**src/rtl/chisq_pkg.sv**
```systemverilog
`timescale 1ns / 1ps
// ----------------------------------------------------------------------------
// Chi-square distance package
// Widths, derived divider sizes and sequencer states shared by the block.
// ----------------------------------------------------------------------------
package chisq_pkg;

   localparam int IN_BITS    = 16;
   localparam int OUT_BITS   = 48;

   localparam int COUNT_BITS = 16;
   localparam int FRAC_BITS  = 8;
   localparam int DIST_BITS  = 48;

   // term < 2^(COUNT_BITS-1) * 2^FRAC_BITS, so this many quotient bits suffice
   localparam int QUO_BITS   = COUNT_BITS + FRAC_BITS;
   localparam int SUM_BITS   = COUNT_BITS + 1;
   localparam int REM_BITS   = COUNT_BITS + 2;
   localparam int SQ_BITS    = 2 * COUNT_BITS;
   localparam int CMP_BITS   = ((QUO_BITS > DIST_BITS) ? QUO_BITS : DIST_BITS) + 1;
   localparam int STEP_BITS  = $clog2(QUO_BITS);

   typedef enum logic [2:0] {
      ST_IDLE,
      ST_SQUARE,
      ST_DIVIDE,
      ST_ACCUM,
      ST_OUTPUT
   } state_type;

endpackage

```
**src/rtl/chi_square_histogram_distance.sv**
```systemverilog
`timescale 1ns / 1ps
// Sequencing: after the input transfer a bin is squared, divided (skipped on a zero sum)
//   and accumulated for the minima term, then the maxima term; a last bin then loads the
//   result register. A new bin is taken only once the last is done, the shared radix-2
//   divider serving both terms; a stalled result holds the next last bin in output.
// Reset (synchronous, active high) clears the accumulator, the saturation flag,
//   the sequencer and the result valid.
// ----------------------------------------------------------------------------
// Chi-square histogram distance
// Accumulates 0.5*(a-b)^2/(a+b) per bin for minima and maxima counts in
// saturating fixed point and returns the total on the last bin.
// ----------------------------------------------------------------------------
module chi_square_histogram_distance (
   input  logic                              clock,
   input  logic                              reset,
   input  logic                              req_valid,
   output logic                              req_stall,
   input  logic [chisq_pkg::IN_BITS-1:0]     req_ref_min_count,
   input  logic [chisq_pkg::IN_BITS-1:0]     req_ref_max_count,
   input  logic [chisq_pkg::IN_BITS-1:0]     req_query_min_count,
   input  logic [chisq_pkg::IN_BITS-1:0]     req_query_max_count,
   input  logic                              req_last_bin,
   output logic                              rsp_valid,
   input  logic                              rsp_stall,
   output logic [chisq_pkg::OUT_BITS-1:0]    rsp_distance,
   output logic                              rsp_saturated
);
   import chisq_pkg::*;

   state_type               state_ff, state_in;
   logic                    term_ff, term_in;
   logic [COUNT_BITS-1:0]   rmin_ff, rmax_ff, qmin_ff, qmax_ff;
   logic                    last_ff;
   logic [REM_BITS-1:0]     den_ff, den_in;
   logic [REM_BITS-1:0]     rem_ff, rem_in;
   logic [QUO_BITS-1:0]     num_ff, num_in;
   logic [STEP_BITS-1:0]    step_ff, step_in;
   logic [DIST_BITS-1:0]    acc_ff, acc_in;
   logic                    sat_ff, sat_in;
   logic                    rsp_valid_ff, rsp_valid_in;
   logic [OUT_BITS-1:0]     rsp_distance_ff;
   logic                    rsp_saturated_ff;
   logic                    rsp_load;

   logic [COUNT_BITS-1:0]   op_a, op_b, diff;
   logic [SUM_BITS-1:0]     sum;
   logic [SQ_BITS-1:0]      sq;
   logic [REM_BITS:0]       shifted;
   logic [REM_BITS+1:0]     trial;
   logic                    borrow;
   logic                    clip;
   logic [DIST_BITS-1:0]    term;
   logic [DIST_BITS:0]      acc_sum;
   logic [DIST_BITS-1:0]    dist_max;

   logic req_xfer, rsp_xfer;

   assign req_xfer = req_valid && !req_stall;
   assign rsp_xfer = rsp_valid_ff && !rsp_stall;

   assign op_a = term_ff ? rmax_ff : rmin_ff;
   assign op_b = term_ff ? qmax_ff : qmin_ff;
   assign diff = (op_a >= op_b) ? (op_a - op_b) : (op_b - op_a);
   assign sum  = {1'b0, op_a} + {1'b0, op_b};
   assign sq   = SQ_BITS'(diff) * SQ_BITS'(diff);

   assign shifted = {rem_ff, num_ff[QUO_BITS-1]};
   assign trial   = {1'b0, shifted} - {2'b00, den_ff};
   assign borrow  = trial[REM_BITS+1];

   assign dist_max = '1;
   assign clip     = CMP_BITS'(num_ff) > CMP_BITS'(dist_max);
   assign term     = clip ? dist_max : DIST_BITS'(num_ff);
   assign acc_sum  = {1'b0, acc_ff} + {1'b0, term};

   always_comb begin
      state_in     = state_ff;
      term_in      = term_ff;
      den_in       = den_ff;
      rem_in       = rem_ff;
      num_in       = num_ff;
      step_in      = step_ff;
      acc_in       = acc_ff;
      sat_in       = sat_ff;
      rsp_valid_in = rsp_valid_ff && !rsp_xfer;
      rsp_load     = 1'b0;
      req_stall    = 1'b1;
      unique case (state_ff)
         ST_IDLE: begin
            req_stall = 1'b0;
            if (req_valid) begin
               term_in  = 1'b0;
               state_in = ST_SQUARE;
            end
         end
         ST_SQUARE: begin
            den_in  = {sum, 1'b0};
            rem_in  = REM_BITS'(sq[SQ_BITS-1:COUNT_BITS]);
            num_in  = QUO_BITS'(sq[COUNT_BITS-1:0]) << FRAC_BITS;
            step_in = STEP_BITS'(QUO_BITS - 1);
            if (sum == '0) begin
               num_in   = '0;
               state_in = ST_ACCUM;
            end else begin
               state_in = ST_DIVIDE;
            end
         end
         ST_DIVIDE: begin
            rem_in = borrow ? shifted[REM_BITS-1:0] : trial[REM_BITS-1:0];
            num_in = {num_ff[QUO_BITS-2:0], !borrow};
            step_in = step_ff - 1'b1;
            if (step_ff == '0) begin
               state_in = ST_ACCUM;
            end
         end
         ST_ACCUM: begin
            if (acc_sum[DIST_BITS]) begin
               acc_in = dist_max;
               sat_in = 1'b1;
            end else begin
               acc_in = acc_sum[DIST_BITS-1:0];
            end
            if (clip) begin
               sat_in = 1'b1;
            end
            priority if (!term_ff) begin
               term_in  = 1'b1;
               state_in = ST_SQUARE;
            end else if (last_ff) begin
               state_in = ST_OUTPUT;
            end else begin
               state_in = ST_IDLE;
            end
         end
         ST_OUTPUT: begin
            if (!rsp_valid_ff || rsp_xfer) begin
               rsp_load     = 1'b1;
               rsp_valid_in = 1'b1;
               acc_in       = '0;
               sat_in       = 1'b0;
               state_in     = ST_IDLE;
            end
         end
         default: begin
            state_in = ST_IDLE;
         end
      endcase
   end

   always_ff @(posedge clock) begin
      if (reset) begin
         state_ff     <= ST_IDLE;
         term_ff      <= 1'b0;
         acc_ff       <= '0;
         sat_ff       <= 1'b0;
         rsp_valid_ff <= 1'b0;
      end else begin
         state_ff     <= state_in;
         term_ff      <= term_in;
         acc_ff       <= acc_in;
         sat_ff       <= sat_in;
         rsp_valid_ff <= rsp_valid_in;
      end
   end

   always_ff @(posedge clock) begin
      den_ff  <= den_in;
      rem_ff  <= rem_in;
      num_ff  <= num_in;
      step_ff <= step_in;
      if (req_xfer) begin
         rmin_ff <= COUNT_BITS'(req_ref_min_count);
         rmax_ff <= COUNT_BITS'(req_ref_max_count);
         qmin_ff <= COUNT_BITS'(req_query_min_count);
         qmax_ff <= COUNT_BITS'(req_query_max_count);
         last_ff <= req_last_bin;
      end
      if (rsp_load) begin
         rsp_distance_ff  <= OUT_BITS'(acc_ff);
         rsp_saturated_ff <= sat_ff;
      end
   end

   assign rsp_valid     = rsp_valid_ff;
   assign rsp_distance  = rsp_distance_ff;
   assign rsp_saturated = rsp_saturated_ff;

endmodule

```
**config.mk**
```make
export PLATFORM = sky130hd
export DESIGN_NAME = chi_square_histogram_distance
export DESIGN_NICKNAME = d
export VERILOG_FILES = /design/src/rtl/chisq_pkg.sv /design/src/rtl/chi_square_histogram_distance.sv
export SDC_FILE = /design/constraint.sdc
export NUM_CORES = 1
export LEC_CHECK = 0
export ABC_AREA = 1
export BUFFER_PORTS_ARGS = -buffer_cell sky130_fd_sc_hd__buf_4
export CAP_MARGIN = 20
export CORE_UTILIZATION = 35
export CTS_BUF_LIST = sky130_fd_sc_hd__clkbuf_8
export CTS_CLUSTER_DIAMETER = 60
export DETAILED_ROUTE_END_ITERATION = 16
export HOLD_SLACK_MARGIN = 0.06
export PLACE_DENSITY = 0.57
export SYNTH_ARGS = -nofsm -noshare
export SYNTH_HDL_FRONTEND = slang
export SYNTH_SLANG_ARGS = --single-unit
```
**constraint.sdc**
```tcl
create_clock -name clock -period 21.7 [get_ports clock]
set_input_delay 1.085 -clock clock [delete_from_list [all_inputs] [get_ports clock]]
set_output_delay 1.085 -clock clock [all_outputs]
set_load 0.02 [all_outputs]
```
# Yosys cells after proc, flatten, opt, wreduce, memory -nomap -nowiden
# Cells that the tools add are included.
# classes
div	0
n_shift	0
addsub	6
muxes	30
magnitude_cmp	2
eq_ne	8
multipliers	1
bitwise	0
n_reduce_logical	18
# ops
cell	count
48-bit 2-to-1 mux	3
48-bit one-hot mux with 2 select lines	1
48-bit by 48-bit adder with 49-bit output	1
24-bit by 48-bit greater-than comparator with 1-bit output (second input constant)	1
16-bit 2-to-1 mux	3
24-bit one-hot mux with 2 select lines	1
18-bit one-hot mux with 2 select lines	1
16-bit by 16-bit multiplier with 32-bit output	1
16-bit subtractor	2
24-bit 2-to-1 mux	1
19-bit by 18-bit subtractor with 20-bit output	1
18-bit 2-to-1 mux	1
16-bit by 16-bit adder with 17-bit output	1
17-bit logical NOT	1
16-bit greater-or-equal comparator	1
3-bit 2-to-1 mux	5
3-bit one-hot mux with 5 select lines	1
1-bit 2-to-1 mux	10
5-bit one-hot mux with 2 select lines	1
3-bit by 2-bit == test with 1-bit output (second input constant)	2
2-bit != test (second input constant)	3
3-bit AND reduction	2
2-bit nonzero test	3
5-bit logical NOT	1
other kinds (10)	17
# word_totals
memories	0
output_inout_bits	51
regBits	232
latchBits	0
mem_bits_ro	0
input_bits	69
ram_bits	0
word_cells	81

# Logic depth before layout (Yosys ltp)
# Gate-level depths: netlist of run 1.
# logic_depth
ltp_word	6
mapped_depth	45
mapped_depth_nobuf	42

# Worst setup path after synthesis of run 1
# Ideal clock, no wire load.
# synth_path
path_kind	flip-flop to flip-flop
start	register term_ff
end	register rem_ff[5] (data pin)
setup_time_ns	0.258
t_arrival_ns	7.412
required_ns	21.442
setup_slack_ns	14.030
period_less_slack_ns	7.670
n_path_buf	2
stages_incl_launch_ff	34
path_cell_list	dfxtp_1 > inv_1 > clkbuf_1 > or2_2 > o21ai_0 > inv_1 > fa_1 > o21ai_2 > nand2_1 > nand3_2 > a21oi_2 > buf_6 > nand2_1 > nand2_2 > inv_1 > nand2_1 > fa_1 > inv_1 > fa_1 > fa_1 > fa_1 > fa_1 > inv_1 > fa_1 > inv_1 > ha_1 > a21oi_1 > o21ai_0 > o21bai_1 > a21oi_1 > o21bai_1 > or2_2 > nand3_1 > nand2_1
# synth_between
elab_chain_len	5
elab_cells_between_ends	8
cone_classes	add/sub: 2; mul: 1; order compare: 1; mux: 4
# synth_rtl
element	line	text
from (decl)	chi_square_histogram_distance.sv:31	logic term_ff, term_in;
from (signal assigned)	chi_square_histogram_distance.sv:159	term_ff <= term_in;
16-bit 2-to-1 mux (on tied branches)	chi_square_histogram_distance.sv:62, chi_square_histogram_distance.sv:61	
16-bit subtractor / 16-bit greater-or-equal comparator (equally long branches)	chi_square_histogram_distance.sv:63	assign diff = (op_a >= op_b) ? (op_a - op_b) : (op_b - op_a);
16-bit 2-to-1 mux *	chi_square_histogram_distance.sv:63	
16-bit by 16-bit multiplier with 32-bit output *	chi_square_histogram_distance.sv:65	assign sq = SQ_BITS'(diff) * SQ_BITS'(diff);
18-bit one-hot mux with 2 select lines *	chi_square_histogram_distance.sv:88	unique case (state_ff)
named net rem_in[5]	chi_square_histogram_distance.sv:35	logic [REM_BITS-1:0] rem_ff, rem_in;
to (signal assigned)	chi_square_histogram_distance.sv:168	rem_ff <= rem_in;
to (decl)	chi_square_histogram_distance.sv:35	
# The timed path passes the listed nets; every way through them passes the cells marked *.
# A chain may end at the register's enable or synchronous reset.

# Final worst setup path of run 1
# layout_path
start	register term_ff
end	register rem_ff[7] (data pin)
# The elaborated chain is that of the path after synthesis.

==> run metrics, run 1 <==
start point of the critical path term_ff; Antenna diodes 0; synth unique cells 60; htree depth 2; Syn. warnings 0; CTS clk-pin slew, worst paths around 0.060 ns; Worst path most repeated cell inv_1; vias in the first global route 18041; Mapped Area 22100 um2; CTS Buffer Depth 3; port bufs 119; Post-CTS Hold Fix Bufs 0; CTS Buf Count 38; Post-synth EDFFs 178; Hold WC Path Type register to register; vias per cell ~4.8; Setup crit start kind register; slowest CP cell a21oi_2; Resize count post-CTS 0; commonest cells in the netlist 615 x nand2_1, 482 x inv_1, 217 x nor2_1; top post-synthesis cells by area edfxtp_1 24%, fa_1 15%, ha_1 11%; Worst R2R Setup Slack 12.02 ns; count of final hold-check violations 0; CP Capture Type register; floorplan row count 91; Wirelength per Cell 14.8 um; WL final 55200 um; first-pass GRT wire length 91000 um; Mapped Nets 3173; worst-skew pair later-pin latency 0.57 ns; Setup violations, final 0; worst setup path class register to register; count leader, synth nand2_1; Synth Register Bits 232; die width 253 um; Antenna Violating Nets Remaining 0; core area 62100 um2; Fin Setup TNS 0 ns; Seq/Total Area, Yosys 0.291; iteration count of the initial detailed-routing pass 6; DR iter-0 viols about 980; Filler cells ~6400; main flop type after synthesis edfxtp_1; die height 253 um; Core Util, Final 0.395; origin of the critical flop-to-flop path term_ff; DR vias 17742; # IOs 120; clock root cell clkbuf_8; status finished, final reports clean; Sink Count 232; Final Cycle Share 0.446; post-CTS setup buffer count 0; post-synth top area share 0.242; layout cells sized above 1 0.105; Relative slew margins 0.390; clock skew 0.0287 ns; DP HPWL 44600 um; routability cong. 0.906; grt total ovfl 0; delay of the slowest cell on the worst path about 0.6 ns; Yosys top cell by area edfxtp_1; count of pins over their slew limit 0; min Tclk post-route around 9.7 ns; Async SR Flop Fraction 0; largest net degree at the start of global routing 66; critical path peak fanout 35; maximum clock frequency 103 MHz; Max Cap Violations 0; Die Footprint 64100 um2; reg-to-reg endpoint rem_ff[7]; worst path arrival time 9.98 ns; CTS tree yes; synthesized instance count 2748; Layout Nets 3282; Syn-to-layout area delta 11.1%; GRT Overall Usage 0.177; Setup crit end rem_ff[7]; Syn Area/Cell 8.04 um2; initial antenna violation count 0; worst slew pin tran ~0.91 ns; R2R depth 34; drt drc 0; unrepaired setup endpoints after global routing no; Req. time, crit path 22.00 ns; Starting Density 0.356
[routing by layer]
metal / wire, um / track usage
met1: 25300 / 0.232
met2: 26600 / 0.309
met3: 2270 / 0.0227
met4: 1000 / 0.0402
met5: 0 / 0
[logic make-up after synthesis]
logic type,synth area share
flip-flops,0.291
AND/OR/NAND/NOR,0.222
AO/OA/AOI/OAI,0.0991
XOR/XNOR,0.0282
adder cells (fa/ha/maj),0.259
buffers and inverters,0.101
[per-stage QoR]
step                      hold WS (ns)  cells  worst slack (ns)  instance area [um2]
final                            0.434   3719             12.02                24500
after detailed placement         0.423   3654             11.97                23800
after CTS                        0.437   3719             11.91                24500
after global routing             0.448   3719             11.18                24500
after global placement           0.421   3653             12.07                23800
after floorplan                  0.408   2748             14.03                22100
[how the worst min path moves through the flow]
stage	start	end	slack, ns	cells after the start
after CTS	sat_ff	rsp_saturated	0.44	0
after detailed placement	sat_ff	rsp_saturated	0.42	0
after floorplan	sat_ff	rsp_saturated	0.41	0
after global routing	sat_ff	rsp_saturated	0.45	0
after global placement	sat_ff	rsp_saturated	0.42	0
final	sat_ff	rsp_saturated	0.43	0
[layout make-up]
type / instances / area, um2 / share of cell area
clock buffers: 44 / 606 / 0.0247
inverters: 501 / 1890 / 0.0769
flip-flops and latches: 232 / 6430 / 0.262
well taps: 837 / 1050 / 0.0427
repair buffers: 129 / 981 / 0.0400
clock inverters: 21 / 118 / 0.00479
multi-input cells: 1955 / 13500 / 0.549
[placed cells by master, fill, tap and decap left out, types with 9 or more instances in the layout]
master    count
nand2_1     614
inv_1       495
nor2_1      214
a21oi_1     194
ha_1        187
edfxtp_1    178
fa_1        169
o21ai_0     137
nand3_1     132
buf_4       128
xor2_1       57
dfxtp_1      54
clkbuf_8     44
or2_2        37
nor3_1       33
nand2_2      30
nand4_1      20
o21bai_1     14
inv_2        13
xnor2_1      11
a21o_1       11
o211ai_1     11
nand3b_1      9
[critical path, delay by kind of cell, from the launching register on]
kind            cells  cell delay (ns)
compound gates      7             1.77
fa+ha+maj           8             3.88
buf+inv             9             1.44
flops               1             0.31
simple gates       10             2.00
[flip-flops by register name, summed over array words and instances (netlist names), 5 cells and up]
register      cells
acc_ff           48
rsp_distance     48
num_ff           24
rem_ff           18
den_ff           17
qmax_ff          16
qmin_ff          16
rmax_ff          16
rmin_ff          16
step_ff           5
Power of run 1 is not shown: default switching activity piles up to over one toggle a cycle in this logic, so the estimate is an artifact.
==> run 2, diff against run 1 <==
Settings changed: PLACE_DENSITY 0.57 to 0.58.
Clock period 21.7 ns to 8.35 ns, I/O delays scaled along.
==> run 2 against run 1 <==
Critical path depth is 4 higher. Setup slack worse by 12 ns. First-iteration DRC count increased by 0.61%. Global-route usage increased by 0.80 points.
==> run metrics, run 2 (synthesized netlist as in run 1, its figures left out) <==
GRT Overall Usage 0.185; origin of the critical flop-to-flop path term_ff; Worst Hold Path EP rsp_valid; maximum clock frequency 126 MHz; reg-to-reg endpoint rem_ff[14]; Die Footprint 64100 um2; largest net degree at the start of global routing 66; Syn-to-layout area delta 20.8%; Filler cells 6280; Core Util, Final 0.430; die width 253 um; Setup crit start kind register; Req. time, crit path 8.65 ns; Setup violations, final 0; CTS clk-pin slew, worst paths 0.06 ns; Relative slew margins 0.384; DP HPWL 46800 um; R2R depth 38; most frequent cells in the layout 599 x nand2_1, 488 x inv_1, 217 x buf_4, 202 x nor2_1, 178 x edfxtp_1; Hold Path Cell Cnt 3; source of the worst hold timing path rsp_stall; routability cong. between 0.9 and 1; CP Capture Type register; WL met2 approximately 28000 um; CTS tree yes; commonest non-fill, non-tap cell in the layout nand2_1; vias per cell 4.78; clock root cell clkbuf_8; min Tclk post-route approximately 8 ns; FF/Latch Area 6430 um2; CTS Buf Count 38; critical path peak fanout 23; clock skew a little under 0.03 ns; Worst R2R Setup Slack 0.38 ns; die height 253 um; Sink Count 232; Final Cycle Share 0.954; worst-skew pair later-pin latency 0.58 ns; Antenna diodes 0; drt drc 0; Min Hold Slack 0.136 ns; vias in the first global route 18635; Wirelength per Cell 15.0 um; floorplan row count 91; slowest CP cell fa_1; Cell Area, Placed 24500 um2; CTS Buffer Depth 3; Antenna Violating Nets Remaining 0; Hold WC Path Type input port to register; iteration count of the initial detailed-routing pass 5; Max Cap Violations 0; WL final between 50000 and 60000 um; delay of the slowest cell on the worst path 0.61 ns; core area 62100 um2; layout cells sized above 1 0.165; count of pins over their slew limit 0; status finished, final reports clean; wl on met1 26400 um; DR iter-0 viols a little under 1000; worst setup path class register to register; Fin Setup TNS 0 ns; worst slew pin tran 0.921 ns; worst path arrival time ~8.3 ns; # IOs 120; grt total ovfl 0; Starting Density 0.356; DR vias ~19000; initial antenna violation count 0; first-pass GRT wire length 94500 um; footprint of the multi-input gates 14000 um2; final instance area 26700 um2; htree depth 2; uppermost routed layer met4; Layout Nets 3452; port bufs between 100 and 150; met3 routed WL 2200 um; count of final hold-check violations 0
-- run 2: changes by cell type in the layout (fill, tap and decap cells not counted), sizes merged --
cell         previous run  this run
dlygate4sd3             0        65
a21oi                 197       198
clkinvlp                1         2
inv                   511       509
bufinv                  1         4
buf                   129       233
clkbuf                 44        46
-- run 2: per-stage QoR --
step                      setup slack, ns  std cells
after floorplan                     0.680       2748
after global placement             -0.250       3744
after detailed placement           -0.229       3745
after CTS                        -0.00630       3879
after global routing              -0.0330       3893
final                               0.384       3893
-- run 2: cell type report --
class	count	share of cell area
clock buffers	46	0.0237
inverters	501	0.0712
repair buffers	298	0.0942
clock inverters	23	0.00760
well taps	837	0.0392
multi-input cells	1956	0.523
flip-flops and latches	232	0.241
-- run 2: how the worst max path moves through the flow --
stage	start	endpoint	slack, ns	depth (start not counted)
6_report	term_ff	rem_ff[14]	0.38	38
3_3_place_gp	term_ff	rem_ff[14]	-0.25	33
4_1_cts	term_ff	rem_ff[12]	-0.006	38
3_5_place_dp	term_ff	rem_ff[14]	-0.23	34
5_1_grt	term_ff	rem_ff[12]	-0.03	41
2_1_floorplan	term_ff	rem_ff[5]	0.68	33
-- run 2: worst max-delay path: cells and delay by family (launching register included) --
kind,cells,cell delay (ns)
AO/OA/AOI/OAI,5,0.53
XOR/XNOR,1,0.17
adder cells (fa/ha/maj),9,4.09
buffers and inverters,10,0.97
flip-flops,1,0.34
AND/OR/NAND/NOR,13,1.56
-- run 2: routing by layer --
layer  track usage  vias up
met5             0        -
met3        0.0232      119
met2         0.318      388
li1              -     9345
met1         0.238     8771
met4        0.0653        0
-- run 2: what timing repair did --
item                       in CTS  in global routing
gates cloned                    0                  1
setup buffers                   0                 12
hold endpoints to repair       65                  0
gates resized for setup        13                124
setup endpoints to repair      14                 20
hold buffers                   65                  0
pin swaps                       1                 26
Power of run 2 is left out for the same reason.
